[config.mk]
export PLATFORM = sky130hd
export DESIGN_NAME = rgb_to_hsl_converter_top
export DESIGN_NICKNAME = d
export VERILOG_FILES = /design/src/rhc_pkg.sv /design/src/rhc_prep.sv /design/src/rhc_cell.sv /design/src/rgb_to_hsl_converter_top.sv
export SDC_FILE = /design/constraint.sdc
export NUM_CORES = 2
export LEC_CHECK = 0
export BUFFER_PORTS_ARGS = -buffer_cell sky130_fd_sc_hd__buf_2
export CAP_MARGIN = 5
export CORE_MARGIN = 8
export CORE_UTILIZATION = 35
export CTS_CLUSTER_DIAMETER = 120
export CTS_CLUSTER_SIZE = 10
export DETAILED_ROUTE_END_ITERATION = 10
export SLEW_MARGIN = 20
export SYNTH_ARGS = -nofsm -noshare
export SYNTH_HDL_FRONTEND = slang
export SYNTH_HIERARCHICAL = 1
export SYNTH_SLANG_ARGS = --single-unit
[constraint.sdc]
create_clock -name clk -period 5.3 [get_ports clk]
set_input_delay 0 -clock clk [delete_from_list [all_inputs] [get_ports clk]]
set_output_delay 0 -clock clk [all_outputs]
set_load 0.03 [all_outputs]
[src/rhc_pkg.sv]
// ----------------------------------------------------------------------------
// rhc_pkg: shared types and constants
// Widths, constants and the data word that travels down the divider chain.
// ----------------------------------------------------------------------------
package rhc_pkg;

    localparam int unsigned CH_W      = 8;
    localparam int unsigned HUE_W     = 15;
    localparam int unsigned SAT_W     = 17;
    localparam int unsigned LSUM_W    = 9;
    localparam int unsigned REM_W     = 25;
    localparam int unsigned QUO_W     = 17;
    localparam int unsigned NUM_CELLS = QUO_W;

    localparam logic [QUO_W-1:0] HUE_FULL_TURN = QUO_W'(23040);
    localparam logic [12:0]      HUE_SECTOR_X2 = 13'd7680;

    typedef struct packed {
        logic              grey;
        logic [LSUM_W-1:0] lsum;
        logic [REM_W-1:0]  s_rem;
        logic [REM_W-1:0]  s_div;
        logic [QUO_W-1:0]  s_quo;
        logic [REM_W-1:0]  h_rem;
        logic [REM_W-1:0]  h_div;
        logic [QUO_W-1:0]  h_quo;
    } div_word_t;

endpackage

[src/rhc_prep.sv]
// ----------------------------------------------------------------------------
// rhc_prep: pixel front end
// Finds max, min and sector numerator and registers both division setups.
// ----------------------------------------------------------------------------
module rhc_prep (
    input  logic                      clk,
    input  logic                      rst_n,
    input  logic                      in_valid,
    input  logic [rhc_pkg::CH_W-1:0]  red,
    input  logic [rhc_pkg::CH_W-1:0]  green,
    input  logic [rhc_pkg::CH_W-1:0]  blue,
    output logic                      out_valid,
    output rhc_pkg::div_word_t        out_word
);

    logic               valid_reg;
    rhc_pkg::div_word_t word_reg;
    rhc_pkg::div_word_t word_next;

    logic [7:0]  mx;
    logic [7:0]  mn;
    logic [7:0]  delta;
    logic [8:0]  sum;
    logic [7:0]  dval;
    logic [10:0] num;
    logic [10:0] delta_x6;

    always_comb
    begin
        mx = (red > green) ? red : green;
        mx = (mx > blue) ? mx : blue;
        mn = (red < green) ? red : green;
        mn = (mn < blue) ? mn : blue;
        delta = mx - mn;
        sum = {1'b0, mx} + {1'b0, mn};
        dval = (sum > 9'd255) ? 8'(9'd510 - sum) : sum[7:0];
        delta_x6 = 11'(delta) * 11'd6;
        // Ties on the maximum go to red first, then green.
        if (mx == red)
        begin
            if (green >= blue)
                num = 11'(green - blue);
            else
                num = delta_x6 - 11'(blue - green);
        end
        else if (mx == green)
        begin
            num = 11'({delta, 1'b0}) + 11'(blue) - 11'(red);
        end
        else
        begin
            num = 11'({delta, 2'b00}) + 11'(red) - 11'(green);
        end

        word_next.grey  = (delta == 8'd0);
        word_next.lsum  = sum;
        word_next.s_rem = (25'(delta) << 17) + 25'(dval);
        word_next.s_div = 25'({dval, 1'b0}) << (rhc_pkg::QUO_W - 1);
        word_next.s_quo = '0;
        word_next.h_rem = 25'(num) * 25'(rhc_pkg::HUE_SECTOR_X2) + 25'(delta);
        word_next.h_div = 25'({delta, 1'b0}) << (rhc_pkg::QUO_W - 1);
        word_next.h_quo = '0;
    end

    always_ff @(posedge clk or negedge rst_n)
    begin
        if (!rst_n)
            valid_reg <= 1'b0;
        else
            valid_reg <= in_valid;
    end

    always_ff @(posedge clk)
    begin
        if (in_valid)
            word_reg <= word_next;
    end

    assign out_valid = valid_reg;
    assign out_word  = word_reg;

endmodule

[src/rhc_cell.sv]
// ----------------------------------------------------------------------------
// rhc_cell: one restoring division step
// Settles one quotient bit of both the saturation and the hue division.
// ----------------------------------------------------------------------------
module rhc_cell (
    input  logic               clk,
    input  logic               rst_n,
    input  logic               in_valid,
    input  rhc_pkg::div_word_t in_word,
    output logic               out_valid,
    output rhc_pkg::div_word_t out_word
);

    logic               valid_reg;
    rhc_pkg::div_word_t word_reg;
    rhc_pkg::div_word_t word_next;
    logic               s_ge;
    logic               h_ge;

    always_comb
    begin
        s_ge = (in_word.s_rem >= in_word.s_div);
        h_ge = (in_word.h_rem >= in_word.h_div);
        word_next       = in_word;
        word_next.s_rem = s_ge ? in_word.s_rem - in_word.s_div : in_word.s_rem;
        word_next.h_rem = h_ge ? in_word.h_rem - in_word.h_div : in_word.h_rem;
        word_next.s_quo = {in_word.s_quo[rhc_pkg::QUO_W-2:0], s_ge};
        word_next.h_quo = {in_word.h_quo[rhc_pkg::QUO_W-2:0], h_ge};
        // The divisor moves one bit down for the next cell.
        word_next.s_div = in_word.s_div >> 1;
        word_next.h_div = in_word.h_div >> 1;
    end

    always_ff @(posedge clk or negedge rst_n)
    begin
        if (!rst_n)
            valid_reg <= 1'b0;
        else
            valid_reg <= in_valid;
    end

    always_ff @(posedge clk)
    begin
        if (in_valid)
            word_reg <= word_next;
    end

    assign out_valid = valid_reg;
    assign out_word  = word_reg;

endmodule

[src/rgb_to_hsl_converter_top.sv]
// ----------------------------------------------------------------------------
// rgb_to_hsl_converter_top: RGB to HSL pixel converter
// Pipelined conversion through a chain of restoring division cells.
// ----------------------------------------------------------------------------
//  Channel   Direction  Transfer condition      Signals
//  pixel     in         start && !busy          red, green, blue
//  result    out        done (one cycle)        hue, saturation, lightness_sum
//
//  One pixel is accepted every clock; busy is always low.
//  The pipeline has one front-end stage, 17 division cells (one
//  quotient bit each) and one output stage.
//  Reset clears the valid bits of every stage; no results are in flight after it.
//  The receiver cannot stall, so the pipeline never holds.
module rgb_to_hsl_converter_top (
    input  logic                        clk,
    input  logic                        rst_n,
    input  logic                        start,
    output logic                        busy,
    input  logic [rhc_pkg::CH_W-1:0]    red,
    input  logic [rhc_pkg::CH_W-1:0]    green,
    input  logic [rhc_pkg::CH_W-1:0]    blue,
    output logic                        done,
    output logic [rhc_pkg::HUE_W-1:0]   hue,
    output logic [rhc_pkg::SAT_W-1:0]   saturation,
    output logic [rhc_pkg::LSUM_W-1:0]  lightness_sum
);

    logic               chain_valid [rhc_pkg::NUM_CELLS+1];
    rhc_pkg::div_word_t chain_word  [rhc_pkg::NUM_CELLS+1];

    logic                       done_reg;
    logic [rhc_pkg::HUE_W-1:0]  hue_reg;
    logic [rhc_pkg::HUE_W-1:0]  hue_next;
    logic [rhc_pkg::SAT_W-1:0]  sat_reg;
    logic [rhc_pkg::SAT_W-1:0]  sat_next;
    logic [rhc_pkg::LSUM_W-1:0] lsum_reg;
    rhc_pkg::div_word_t         last_word;
    logic [rhc_pkg::QUO_W-1:0]  hue_wrapped;

    assign busy = 1'b0;

    rhc_prep u_prep (
        .clk       (clk),
        .rst_n     (rst_n),
        .in_valid  (start),
        .red       (red),
        .green     (green),
        .blue      (blue),
        .out_valid (chain_valid[0]),
        .out_word  (chain_word[0])
    );

    for (genvar i = 0; i < rhc_pkg::NUM_CELLS; i++)
    begin : g_cell
        rhc_cell u_cell (
            .clk       (clk),
            .rst_n     (rst_n),
            .in_valid  (chain_valid[i]),
            .in_word   (chain_word[i]),
            .out_valid (chain_valid[i+1]),
            .out_word  (chain_word[i+1])
        );
    end

    always_comb
    begin
        last_word = chain_word[rhc_pkg::NUM_CELLS];
        // A rounded hue of one full turn wraps back to zero.
        hue_wrapped = (last_word.h_quo >= rhc_pkg::HUE_FULL_TURN)
                    ? last_word.h_quo - rhc_pkg::HUE_FULL_TURN : last_word.h_quo;
        if (last_word.grey)
        begin
            hue_next = '0;
            sat_next = '0;
        end
        else
        begin
            hue_next = hue_wrapped[rhc_pkg::HUE_W-1:0];
            sat_next = last_word.s_quo;
        end
    end

    always_ff @(posedge clk or negedge rst_n)
    begin
        if (!rst_n)
            done_reg <= 1'b0;
        else
            done_reg <= chain_valid[rhc_pkg::NUM_CELLS];
    end

    always_ff @(posedge clk)
    begin
        if (chain_valid[rhc_pkg::NUM_CELLS])
        begin
            hue_reg  <= hue_next;
            sat_reg  <= sat_next;
            lsum_reg <= last_word.lsum;
        end
    end

    assign done          = done_reg;
    assign hue           = hue_reg;
    assign saturation    = sat_reg;
    assign lightness_sum = lsum_reg;

endmodule
* Yosys cells after proc, flatten, opt, wreduce, memory -nomap -nowiden
Index checks and enable logic that the tools add are counted.
** Operators by class
- $add $sub $neg :: 45
- Multiply operators :: 2
- Order comparisons :: 41
- Equal/unequal tests :: 2
- Multiplexer cells :: 41
- Reductions and logical operators :: 1
** Operator list (count)
- two-way mux 25 bit :: 32
- >= comparator 25 x 10 -> 1 bit :: 2
- >= comparator 25 x 11 -> 1 bit :: 2
- >= comparator 25 x 12 -> 1 bit :: 2
- >= comparator 25 x 13 -> 1 bit :: 2
- >= comparator 25 x 14 -> 1 bit :: 2
- >= comparator 25 x 15 -> 1 bit :: 2
- >= comparator 25 x 16 -> 1 bit :: 2
- >= comparator 25 x 17 -> 1 bit :: 2
- >= comparator 25 x 18 -> 1 bit :: 2
- >= comparator 25 x 19 -> 1 bit :: 2
- >= comparator 25 x 20 -> 1 bit :: 2
- >= comparator 25 x 21 -> 1 bit :: 2
- >= comparator 25 x 22 -> 1 bit :: 2
- >= comparator 25 x 23 -> 1 bit :: 2
- >= comparator 25 x 24 -> 1 bit :: 2
- >= comparator 25 bit :: 2
- >= comparator 25 x 9 -> 1 bit :: 2
- subtractor 25 x 10 -> 25 bit :: 2
- subtractor 25 x 11 -> 25 bit :: 2
- subtractor 25 x 12 -> 25 bit :: 2
- subtractor 25 x 13 -> 25 bit :: 2
- subtractor 25 x 14 -> 25 bit :: 2
- subtractor 25 x 15 -> 25 bit :: 2
- 33 further kinds :: 54
** Word-level totals
- Register bits :: 1668
- Input port bits :: 27
- Output and inout bits :: 43
- Word-level logic and storage cells :: 292

* Logic depth before layout (Yosys ltp)
- Word-level depth :: 11
- Mapped depth :: 49
- Gate-level depth less buffers :: 45

* Cells and area by module
Netlist, hierarchy kept.
** By module, submodules not included
- rhc_cell at g_cell[2].u_cell ... :: times used 8, cells an instance 659, area each 7638.6 µm², seq. area each 4289.1 µm²
- rhc_cell at g_cell[0].u_cell ... :: times used 6, cells an instance 686, area each 7977.7 µm², seq. area each 4289.1 µm²
- rhc_cell at g_cell[10].u_cell ... :: times used 2, cells an instance 642, area each 7812.5 µm², seq. area each 4289.1 µm²
- rhc_prep :: times used 1, cells an instance 896, area each 7995.2 µm², seq. area each 1196.1 µm²
- rhc_cell at g_cell[1].u_cell :: times used 1, cells an instance 597, area each 7679.9 µm², seq. area each 4289.1 µm²
- rgb_to_hsl_converter_top :: times used 1, cells an instance 122, area each 1767.9 µm², seq. area each 1256.2 µm²

* Least setup slack after synthesis
OpenSTA, ideal clock, no wires.
- Path type :: input to register
- Start point :: in red[0] (netlist name)
- End point :: reg u_prep.word_reg, in the netlist u_prep/out_word[64] (data pin)
- Setup time :: 0.259 ns
- Data arrival time :: 9.053 ns
- Required time :: 5.041 ns
- Slack :: -4.012 ns
- Cell stages on the path :: 43
- Buffers on the path :: 5
- Path through :: inv_1 -> ha_1 -> fa_1 -> nand3b_1 -> a21oi_1 -> nor2_4 -> nand2b_1 -> buf_4 -> clkbuf_1 -> o21ai_0 -> ha_1 -> nor2b_1 -> o21a_1 -> o31a_1 -> nand2_1 -> clkbuf_1 -> buf_1 -> a21oi_1 -> (+7 left out) -> xnor2_1 -> xnor2_1 -> ha_1 -> and3_1 -> a21oi_1 -> nand3_1 -> o211ai_1 -> xnor2_1 -> o21ai_0 -> mux2i_1 -> fa_1 -> fa_1 -> ha_1 -> and2_1 -> o21ai_0 -> o21ai_0 -> o211ai_1 -> xnor2_1
** RTL lines
- from (decl) :: RTL line rgb_to_hsl_converter_top.sv:19 : input logic [rhc_pkg::CH_W-1:0] red,
- to (signal assigned) :: RTL line rhc_prep.sv:76 : word_reg <= word_next;
- to (decl) :: RTL line rhc_prep.sv:17 : rhc_pkg::div_word_t word_reg;

==> summary.txt <==
status: finished with violations
failing checks: negative setup slack
most frequent CP cell: ha_4
Peak Freq: 134 MHz
Worst Max-Slew Pin Slew: 1050 ps
Vias: 84,881
num rows: 222
Die H: 622 microns
layout cells sized above 1: 11.5%
maximum clock insertion buffer count: 4
post-route ant nets: 0
Mapped Avg Cell Area: 11.1 sq um
Final Hold Viols: 0
FF-to-FF path depth: 11
I/O pins: 70
RePlAce Congestion: 0.915
vias per cell: 5.07
HPWL Detailed: 228,000 microns
CP Data Required Time: 5870 ps
First DRT Iteration DRCs: 5,447
drt drc: 0
initial antenna violation count: 11
Core ar.: 366,000 sq um
chip width: 622 microns
Final WS setup: -2160 ps
grt ovf: 0
setup violators final: 13
CTS tree: built
vias in the first global route: 83,934
slowest stage cell, crit path: fa_1
RSZ-0062 raised after global routing: true
pre-CTS WS: -3350 ps
YS warnings: 6
MaxCap Viol Count: 0
max reg flops: 2,044
Syn Inst Count: 11,558
Syn-to-layout area delta: 11.2%
clock root cell: clkbuf_16
CP peak stage delay: 500 ps
layout net count: 12,890
Worst EP arrival: 8030 ps
Critical Path Start Type: input port
Initial Util: 35.2%
first-pass GRT wire length: 459,000 microns
TritonCTS Buffers: 240
routed wire length: 292,000 microns
Slew HR: 30.3%
clk sinks: 2,143
DR WL/cell: 17.5 microns
Stages on worst setup path: 46
max-slew violations: 0
Pre-Repair DR Iteration Count: 6
Reg clk slew, reported paths: 60 ps
CP endpoint kind: flop
Hold Crit Depth: 6
clock skew: 86.8 ps
period utilization: 141%
worst skew pair latency: 900 ps
largest net degree at the start of global routing: 86
Worst Hold Class: input port to flop
IO buf count: 68
CP bufs+invs: 10
minimum clock period: 7460 ps
CP max FO: 7
Syn Std Cell Area: 129,000 sq um
Critical Setup Path Class: input port to flop
Total GRT Usage: 14.4%
H-tree levels: 4
Top Family by Delay on Critical Path: adder cells
die area: 387,000 sq um
[cell type report]
cell class	instances	area (sq um)
Tap cell	4816	6030
Fill cell	35270	223000
Clock buffer	342	6410
Inverter	1122	4220
Antenna cell	5	12.5
Multi-Input combinational cell	7885	58500
Clock inverter	8	134
Timing Repair Buffer	437	3250
Sequential cell	2143	64300
[worst register-to-register path: stages (launching register included)]
cell and delay, ps:
edfxtp_1 500, inv_1 90, ha_1 380, nand2_1 110, nor4_1 600, nand4_1 160, o21ai_0 470, a31oi_1 190
nor2_2 420, buf_4 410, nor2_1 70, a21oi_1 390
[cells in the final DEF (no fill, tap or decap), drive strengths merged, types with 96 or more instances in the layout]
cell type  count
nor2         617
nor3          96
clkbuf       342
ha           961
o21a         109
nand4        151
nor2b        158
a211oi       127
a31oi        133
inv         1120
xor2         309
o21ai        714
a21oi        968
xnor2        458
mux2         290
buf          431
nand3        202
nand2        840
nand2b       143
and3         129
a21o         341
edfxtp      2124
[what timing repair did]
action                                  CTS  global route
resized for setup                        70            60
endpoints found under the setup margin   13            13
buffers inserted                         21            17
pin swaps                                46            66
hold buffers                              7             0
hold endpoints to repair                 61             0
[per-stage QoR]
stage	instance area, sq um	util (%)	cells	TNS [ps]	hold WS [ps]
floorplan	129000	-	11618	-27860	-296
global placement	135000	37.0	16357	-35600	124
detailed placement	135000	37.0	16357	-36620	123
CTS	142000	39.0	16735	-18520	56.7
global route	143000	39.1	16753	-23190	125
finish	143000	39.1	16758	-19440	143
[path summary, 6_finish.rpt]
| check | start | endpoint | slack, ps |
|---|---|---|---|
| setup / recovery | red[0] | u_prep/out_word[63]$_DFFE_PP_ | -2160 |
| hold / removal | red[0] | u_prep/out_word[51]$_DFFE_PP_ | 140 |
| setup reg to reg | g_cell[7].u_cell/out_word[20]$_DFFE_PP_ | g_cell[8].u_cell/out_word[65]$_DFFE_PP_ | 1280 |
| hold reg to reg | g_cell[6].u_cell/out_word[67]$_DFFE_PP_ | g_cell[7].u_cell/out_word[68]$_DFFE_PP_ | 350 |
| max in group asynchronous | rst_n | g_cell[5].u_cell/out_valid$_DFF_PN0_ | 4680 |
| min in group asynchronous | rst_n | g_cell[9].u_cell/out_valid$_DFF_PN0_ | 340 |
[metal layers]
metal	part of all wire, %	vias to the layer above	track usage (%)
li1	-	42630	-
met1	45	40063	18.4
met2	48	1644	25.3
met3	3.3	544	1.55
met4	4.1	0	5.30
met5	0	-	0
Power is left out: the tool's default activity adds up to more than one toggle a clock period on the data nets, which glitch-free logic cannot reach.
